[src/hw/rtl/htwa_pkg.sv]
// Shared types and codes for the hit time window assigner.
package htwa_pkg;

	localparam int CFG_IDX_W = 1;

	localparam logic [1:0] CMD_START = 2'd0;
	localparam logic [1:0] CMD_LOAD  = 2'd1;
	localparam logic [1:0] CMD_HIT   = 2'd2;

	localparam logic [1:0] STREAM_UP    = 2'd0;
	localparam logic [1:0] STREAM_DOWN  = 2'd1;
	localparam logic [1:0] STREAM_MIXED = 2'd2;

	localparam logic [CFG_IDX_W-1:0] REG_WIN_START_OFFSET = 1'b0;
	localparam logic [CFG_IDX_W-1:0] REG_WIN_END_OFFSET   = 1'b1;

	typedef struct packed {
		logic [1:0]         cmd;
		logic signed [31:0] time_value;
		logic [1:0]         window_stream;
		logic [5:0]         hit_plane;
		logic [5:0]         trigger_window;
	} in_item_t;

	typedef struct packed {
		logic       assigned;
		logic [5:0] window_index;
		logic       fallback_used;
		logic       was_unmixed;
	} out_item_t;

	typedef struct packed {
		logic signed [23:0] win_start_offset;
		logic signed [23:0] win_end_offset;
	} cfg_regs_t;

endpackage

[src/hw/rtl/htwa_ram.sv]
// Generic single-port-write, single-port-read RAM with registered read data.
module htwa_ram #(
	parameter int WIDTH = 34,
	parameter int DEPTH = 64
) (
	input  logic                     clk,
	input  logic                     we,
	input  logic [$clog2(DEPTH)-1:0] waddr,
	input  logic [WIDTH-1:0]         wdata,
	input  logic [$clog2(DEPTH)-1:0] raddr,
	output logic [WIDTH-1:0]         rdata
);

	logic [WIDTH-1:0] mem_q [DEPTH];

	always_ff @(posedge clk) begin
		if (we) begin
			mem_q[waddr] <= wdata;
		end
		rdata <= mem_q[raddr];
	end

endmodule

[src/hw/rtl/htwa_scan.sv]
// Window table memory and the two-pass scan sequencer.
module htwa_scan #(
	parameter int MAX_WINDOWS         = 64,
	parameter int UPSTREAM_LAST_PLANE = 22
) (
	input  logic                 clk,
	input  logic                 arst_n,
	input  logic                 start,
	output logic                 busy,
	input  htwa_pkg::in_item_t   request,
	input  htwa_pkg::cfg_regs_t  cfg,
	output logic                 result_valid,
	output htwa_pkg::out_item_t  result
);

	import htwa_pkg::*;

	localparam int AW = $clog2(MAX_WINDOWS);
	localparam int CW = $clog2(MAX_WINDOWS + 1);
	localparam int XW = (CW > 6) ? CW : 6;
	localparam int DW = 34;

	typedef enum logic [1:0] {
		ST_IDLE,
		ST_PASS1,
		ST_PASS2
	} state_t;

	state_t             state_q;
	logic [CW-1:0]      count_q;
	logic [5:0]         trig_q;
	logic [CW-1:0]      idx_q;
	logic signed [31:0] hit_time_q;
	logic [1:0]         hit_stream_q;
	logic               rd_vld_s1;
	logic [AW-1:0]      rd_idx_s1;
	logic               result_valid_q;
	out_item_t          result_q;

	logic               accept;
	logic               more;
	logic               match;
	logic               issue;
	logic               fit;
	logic [DW-1:0]      rd_data;
	logic [31:0]        rd_start;
	logic [1:0]         rd_stream;
	logic signed [33:0] start_x;
	logic signed [33:0] lo_x;
	logic signed [33:0] hi_x;
	logic signed [33:0] time_x;
	logic               ram_we;
	logic [AW-1:0]      ram_waddr;
	logic [DW-1:0]      ram_wdata;
	logic [XW-1:0]      trig_x;
	logic [XW-1:0]      count_x;
	logic               not_full;

	always_comb begin
		accept    = start && (state_q == ST_IDLE);
		more      = idx_q < count_q;
		not_full  = count_q < CW'(MAX_WINDOWS);
		trig_x    = XW'(trig_q);
		count_x   = XW'(count_q);
		rd_start  = rd_data[33:2];
		rd_stream = rd_data[1:0];
		// Bounds at 34 bits cannot overflow
		start_x   = {{2{rd_start[31]}}, rd_start};
		lo_x      = start_x + {{10{cfg.win_start_offset[23]}}, cfg.win_start_offset};
		hi_x      = start_x + {{10{cfg.win_end_offset[23]}}, cfg.win_end_offset};
		time_x    = {{2{hit_time_q[31]}}, hit_time_q};
		fit       = (time_x > lo_x) && (time_x <= hi_x);
		match     = rd_vld_s1 && fit &&
			((state_q == ST_PASS2) ||
			 ((state_q == ST_PASS1) && (rd_stream == hit_stream_q)));
		issue     = (state_q != ST_IDLE) && more && !match;

		ram_we    = 1'b0;
		ram_waddr = count_q[AW-1:0];
		ram_wdata = {request.time_value, request.window_stream};
		if (accept && (request.cmd == CMD_LOAD) && not_full) begin
			ram_we = 1'b1;
		end else if ((state_q == ST_PASS2) && match) begin
			// Mark the fallback window mixed
			ram_we    = 1'b1;
			ram_waddr = rd_idx_s1;
			ram_wdata = {rd_start, STREAM_MIXED};
		end
	end

	htwa_ram #(
		.WIDTH(DW),
		.DEPTH(MAX_WINDOWS)
	) u_table (
		.clk  (clk),
		.we   (ram_we),
		.waddr(ram_waddr),
		.wdata(ram_wdata),
		.raddr(idx_q[AW-1:0]),
		.rdata(rd_data)
	);

	always_ff @(posedge clk or negedge arst_n) begin
		if (!arst_n) begin
			state_q        <= ST_IDLE;
			count_q        <= '0;
			trig_q         <= '0;
			idx_q          <= '0;
			hit_time_q     <= '0;
			hit_stream_q   <= STREAM_UP;
			rd_vld_s1      <= 1'b0;
			rd_idx_s1      <= '0;
			result_valid_q <= 1'b0;
			result_q       <= '0;
		end else begin
			result_valid_q <= 1'b0;
			rd_vld_s1      <= issue;
			rd_idx_s1      <= idx_q[AW-1:0];
			if (issue) begin
				idx_q <= idx_q + CW'(1);
			end
			case (state_q)
				ST_IDLE: begin
					if (accept) begin
						case (request.cmd)
							CMD_START: begin
								trig_q  <= request.trigger_window;
								count_q <= '0;
							end
							CMD_LOAD: begin
								if (not_full) begin
									count_q <= count_q + CW'(1);
								end
							end
							CMD_HIT: begin
								hit_time_q   <= request.time_value;
								hit_stream_q <= (request.hit_plane <= 6'(UPSTREAM_LAST_PLANE)) ?
									STREAM_UP : STREAM_DOWN;
								// Skip pass one when the trigger lies past the list
								if (trig_x < count_x) begin
									idx_q   <= CW'(trig_x);
									state_q <= ST_PASS1;
								end else begin
									idx_q   <= '0;
									state_q <= ST_PASS2;
								end
							end
							default: begin
							end
						endcase
					end
				end
				ST_PASS1: begin
					if (match) begin
						result_valid_q          <= 1'b1;
						result_q.assigned       <= 1'b1;
						result_q.window_index   <= 6'(rd_idx_s1);
						result_q.fallback_used  <= 1'b0;
						result_q.was_unmixed    <= 1'b0;
						state_q                 <= ST_IDLE;
					end else if (!more && !rd_vld_s1) begin
						idx_q   <= '0;
						state_q <= ST_PASS2;
					end
				end
				ST_PASS2: begin
					if (match) begin
						result_valid_q          <= 1'b1;
						result_q.assigned       <= 1'b1;
						result_q.window_index   <= 6'(rd_idx_s1);
						result_q.fallback_used  <= 1'b1;
						result_q.was_unmixed    <= (rd_stream != STREAM_MIXED);
						state_q                 <= ST_IDLE;
					end else if (!more && !rd_vld_s1) begin
						result_valid_q <= 1'b1;
						result_q       <= '0;
						state_q        <= ST_IDLE;
					end
				end
				default: begin
					state_q <= ST_IDLE;
				end
			endcase
		end
	end

	assign busy         = (state_q != ST_IDLE);
	assign result_valid = result_valid_q;
	assign result       = result_q;

endmodule

[src/hw/rtl/hit_time_window_assigner.sv]
// Hit time window assigner: start, load and hit items in, one result per hit out.
//
// A start item and a load item leave busy low. A hit item
// raises busy while the window table is scanned, one window per cycle through the
// single read port of the table memory: pass one runs from the trigger window to
// the end of the list, pass two (only if pass one fails) from window 0. The result
// shows on result for exactly one cycle with result_valid high and must be taken
// then; busy is low in that cycle, so the next item may already be started. Write
// the offset registers only while busy is low.
module hit_time_window_assigner #(
	parameter int MAX_WINDOWS         = 64,
	parameter int UPSTREAM_LAST_PLANE = 22
) (
	input  logic                              clk,
	input  logic                              arst_n,
	input  logic                              start,
	output logic                              busy,
	input  htwa_pkg::in_item_t                request,
	output logic                              result_valid,
	output htwa_pkg::out_item_t               result,
	input  logic                              cfg_valid,
	output logic                              cfg_ready,
	input  logic [htwa_pkg::CFG_IDX_W-1:0]    cfg_index,
	input  logic [23:0]                       cfg_data
);

	import htwa_pkg::*;

	cfg_regs_t cfg_q;

	assign cfg_ready = 1'b1;

	always_ff @(posedge clk or negedge arst_n) begin
		if (!arst_n) begin
			cfg_q <= '0;
		end else if (cfg_valid) begin
			case (cfg_index)
				REG_WIN_START_OFFSET: cfg_q.win_start_offset <= cfg_data;
				REG_WIN_END_OFFSET:   cfg_q.win_end_offset   <= cfg_data;
				default: begin
				end
			endcase
		end
	end

	htwa_scan #(
		.MAX_WINDOWS        (MAX_WINDOWS),
		.UPSTREAM_LAST_PLANE(UPSTREAM_LAST_PLANE)
	) u_scan (
		.clk         (clk),
		.arst_n      (arst_n),
		.start       (start),
		.busy        (busy),
		.request     (request),
		.cfg         (cfg_q),
		.result_valid(result_valid),
		.result      (result)
	);

endmodule

[config.mk]
export PLATFORM = sky130hd
export DESIGN_NAME = hit_time_window_assigner
export DESIGN_NICKNAME = d
export VERILOG_FILES = /design/src/hw/rtl/htwa_pkg.sv /design/src/hw/rtl/htwa_ram.sv /design/src/hw/rtl/htwa_scan.sv /design/src/hw/rtl/hit_time_window_assigner.sv
export SDC_FILE = /design/constraint.sdc
export NUM_CORES = 2
export LEC_CHECK = 0
export ABC_AREA = 1
export BUFFER_PORTS_ARGS = -buffer_cell sky130_fd_sc_hd__buf_2
export CAP_MARGIN = 20
export CORE_ASPECT_RATIO = 0.8
export CORE_MARGIN = 5
export CORE_UTILIZATION = 40
export CTS_BUF_LIST = sky130_fd_sc_hd__clkbuf_4
export DETAILED_ROUTE_END_ITERATION = 8
export PLACE_DENSITY = 0.58
export SLEW_MARGIN = 20
export SYNTH_ARGS = -nofsm -noshare
export SYNTH_HDL_FRONTEND = slang
export SYNTH_HIERARCHICAL = 1
export SYNTH_SLANG_ARGS = --single-unit
[constraint.sdc]
create_clock -name clk -period 11.2 [get_ports clk]
set_input_delay 0.56 -clock clk [delete_from_list [all_inputs] [get_ports clk]]
set_output_delay 0.56 -clock clk [all_outputs]
set_load 0.005 [all_outputs]
==> run metrics <==
DR iter-0 viols a little under 9000; RSZ-0062 raised after global routing no; Pre-Repair DR Iteration Count 8; Mapped Nets 8891; CTS tree built; Fin Setup TNS 0 ns; Synth cell types 55; worst stage delay on the critical path 0.80 ns; via count between 60000 and 70000; R2R Setup Slk 2.36 ns; Total GRT Usage between 20% and 30%; buffer count from post-CTS setup fixing 0; Worst-Skew Late Latency around 1.3 ns; Final Slew Violations 0; boundary pin count 89; clock sinks 2330; CP Max Fanout about 50; CP most frequent cell nand2_1; share of power burned in registers 36.9%; Crit Path Category reg -> reg; Critical Path AT between 9 and 10 ns; Clock Tree Buf Depth 4; mux contribution to synthesized area 0%; Total Nets Final ~9300; period utilization between 70% and 80%; Post-Synth XOR/XNOR Area 0.568%; Comb pwr share just under 40%; Adder-Cell Fraction of Synth Area 1.89%; mapped cell area between 90000 and 100000 sq um; largest net degree at the start of global routing around 220; Final Skew approximately 0.12 ns; pin slew with the least headroom to its limit 1.43 ns; final hold slack approximately 0.14 ns; Syn-to-layout area delta 12.7%; CTS Hold Buffers Added 110; final hold vios 0; sw frac 42.2%; core area ~250000 sq um; Slew Limit Headroom under 10%; Residual DRC 0; CP Capture Type register; max-capacitance violation count 0; drt wl/cell 24.1 um; reg2reg path depth 30; Die Y roughly 450 um; first-pass GRT wire length about 450 mm; Pint about 17 mW; area of the multi-input gates approximately 27000 sq um; Async S/R FF share, synth ~5.2%; Top FF cell, synth edfxtp_1; leakage 41.1 nW; crit path max-delay cell type inv_4; Die X ~570 um; crit start category register; M1 WL between 100 and 150 mm; register area roughly 69000 sq um; Worst Hold Depth 4; Synth Instances slightly below 9000; initial antenna violation count 20; simple-gate portion of the synthesized area between 20% and 30%; Post-synth EDFFs ~2200; share of post-route cells with drive strength above 1 between 10% and 20%; vias per cell 5.46; vias in the first global route approximately 65000; final WL between 300 and 400 mm; warnings from Yosys 6; Root Driver clkbuf_4; Clock Pin Slew Worst Setup and Hold Paths about 0.07 ns; number of buffers created by CTS 578; total grt overflow 0; register bit total from synthesis between 2000 and 2500; reg-to-reg startpoint cfg_q[2]; RR Endpoint u_scan/u_table/mem_q[25][20]; RePlAce Congestion slightly above 0.9; Peak supply drop between 200 and 250 uV; clock power share between 20% and 30%; P_sw 12.0 mW; Worst Path Required ~12 ns; fin crit period 8.84 ns; Worst path top cell family by delay simple AND/OR/NAND/NOR gates; CP bufs+invs 4; H-tree depth 6; pwr/cell area between 200 and 300 nW/um^2; met3 routed WL between 30 and 40 mm; hold_sp cfg_data[3]; Port Buffers 87; final setup violation count 0; cell area after layout roughly 110000 sq um; post-CTS sizing 0; status finished, final reports clean; Top Metal Used met5; WHS Endpoint cfg_q[27]; fmax approximately 110 MHz; Seq/Total Area, Yosys a little over two thirds; number of routed nets with antenna violations 0; Cell Rows 163; wire length on met2 ~130 mm; HP Class in -> reg; Avg Cell Area, Syn 11.4 sq um; main combinational cell family by area after synthesis simple AND/OR/NAND/NOR gates; placed instance area a little over 100000 sq um; full die area 257000 sq um; Synth Area in Compound Gates approximately 1.7%; fillers 22700; DP HPWL ~170 mm; Initial Util approximately two fifths
-- cell usage in the layout (no fill, tap or decap), drive strengths merged, types with 89 or more instances in the layout --
cell	instances
a21oi	120
buf	250
clkbuf	813
clkinv	89
dfrtp	120
dlygate4sd3	109
edfxtp	2176
ha	146
inv	182
nand2	2821
nand3	2126
nor2	141
o21ai	133
-- metal layers --
metal,global-route usage [%],vias to the layer above
li1,-,31800
met1,35.1,34200
met2,33.9,3308
met3,5.45,414
met4,6.50,8
met5,0,-
-- synthesized netlist by cell type (2+ instances only) --
master    count  area share, %
a21oi_1     120           0.61
dfrtp_1     120            3.0
dfxtp_1      34           0.69
nor2_1      137           0.52
o211ai_1      7          0.053
nor4_1       13          0.082
a21boi_0      5          0.038
buf_1        42           0.16
o31ai_1       2          0.015
clkinv_1      2         0.0076
xnor2_1      27           0.24
inv_2         5          0.019
edfxtp_1   2176             66
ha_1        146            1.9
nor2_2        3          0.019
o21a_1        5          0.038
fa_1          2          0.041
a221oi_1      2          0.018
a21o_1        4          0.030
nor3_2        2          0.020
nor3_1       25           0.13
buf_2       290            1.5
buf_6        17           0.19
clkbuf_1    101           0.38
o21ai_1       5          0.025
o221ai_1      2          0.018
inv_1       157           0.60
buf_4        54           0.41
nand2_2      23           0.15
nand2_1    2798             11
o21ai_2      30           0.27
o21ai_0      98           0.50
o21bai_1      7          0.053
xor2_1       37           0.33
nand3b_1      4          0.030
nand3_1    2125             11
nand4_1      19           0.12
buf_12        3          0.061
-- state kept, by name, indices dropped and copies added (netlist names), 2 cells and up --
| signal | cells |
|---|---|
| u_scan/trig_q | 6 |
| u_scan/u_table/rdata | 34 |
| u_scan/state_q | 2 |
| u_scan/idx_q | 7 |
| cfg_q | 48 |
| u_scan/result | 9 |
| u_scan/u_table/mem_q | 2176 |
| u_scan/hit_time_q | 32 |
| u_scan/rd_idx_s1 | 6 |
| u_scan/count_q | 7 |
-- metrics by stage --
| stage | utilization (%) | instances | setup WS, ns | total power, mW |
|---|---|---|---|---|
| after detailed placement | 41.8 | 11700 | 2.52 | 21.5 |
| after global routing | 45.2 | 12800 | 1.85 | 30.2 |
| final | 45.2 | 12800 | 2.36 | 28.6 |
| after global placement | 41.6 | 11700 | 2.72 | 21.5 |
| after floorplan | - | 8666 | 3.15 | 17.3 |
| after CTS | 45.1 | 12700 | 2.52 | 28.6 |
-- layout make-up --
cell class	instances	share of cell area, %
diodes	11	0.0247
clock buffers	813	5.49
repair buffers	359	2.99
inverters	165	0.594
multi-input cells	5663	24.4
well taps	3300	3.71
flip-flops and latches	2330	62.1
clock inverters	124	0.749
-- how the worst max path moves through the flow --
| stage | start | endpoint | slack, ns | depth (start not counted) |
|---|---|---|---|---|
| after floorplan | u_scan/u_table/rdata[2] | u_scan/u_table/mem_q[50][0] | 3.15 | 31 |
| after global placement | cfg_q[2] | u_scan/u_table/mem_q[1][15] | 2.72 | 29 |
| after detailed placement | cfg_q[2] | u_scan/u_table/mem_q[25][3] | 2.52 | 30 |
| after CTS | cfg_q[4] | u_scan/u_table/mem_q[9][2] | 2.52 | 28 |
| after global routing | cfg_q[2] | u_scan/u_table/mem_q[25][20] | 1.85 | 30 |
| final | cfg_q[2] | u_scan/u_table/mem_q[25][20] | 2.36 | 30 |
-- worst register-to-register path, delay by kind of cell (launching register included) --
kind	cells	cell delay [ns]
simple gates	16	3.16
flops	1	0.38
buf+inv	4	1.73
xor+xnor	1	0.14
fa+ha+maj	2	0.64
compound gates	7	2.44
-- power groups by stage --
stage | Combinational [mW] | Clock, mW | Sequential, mW
after global routing | 12.0 | 7.64 | 10.6
after global placement | 10.8 | 0 | 10.7
final | 11.1 | 6.97 | 10.5
after detailed placement | 10.8 | 0 | 10.7
after CTS | 10.9 | 7.14 | 10.5
after floorplan | 6.84 | 0 | 10.4
-- kinds of logic (layout without fill, tap and decap cells) --
kind of cell	count (synthesis)	count (layout)
AND/OR/NAND/NOR	5156	5156
flip-flops	2330	2330
buffers and inverters	673	1461
AO/OA/AOI/OAI	294	294
adder cells (fa/ha/maj)	148	148
XOR/XNOR	64	64
other	1	12
Power figures use the tool's default switching activity.
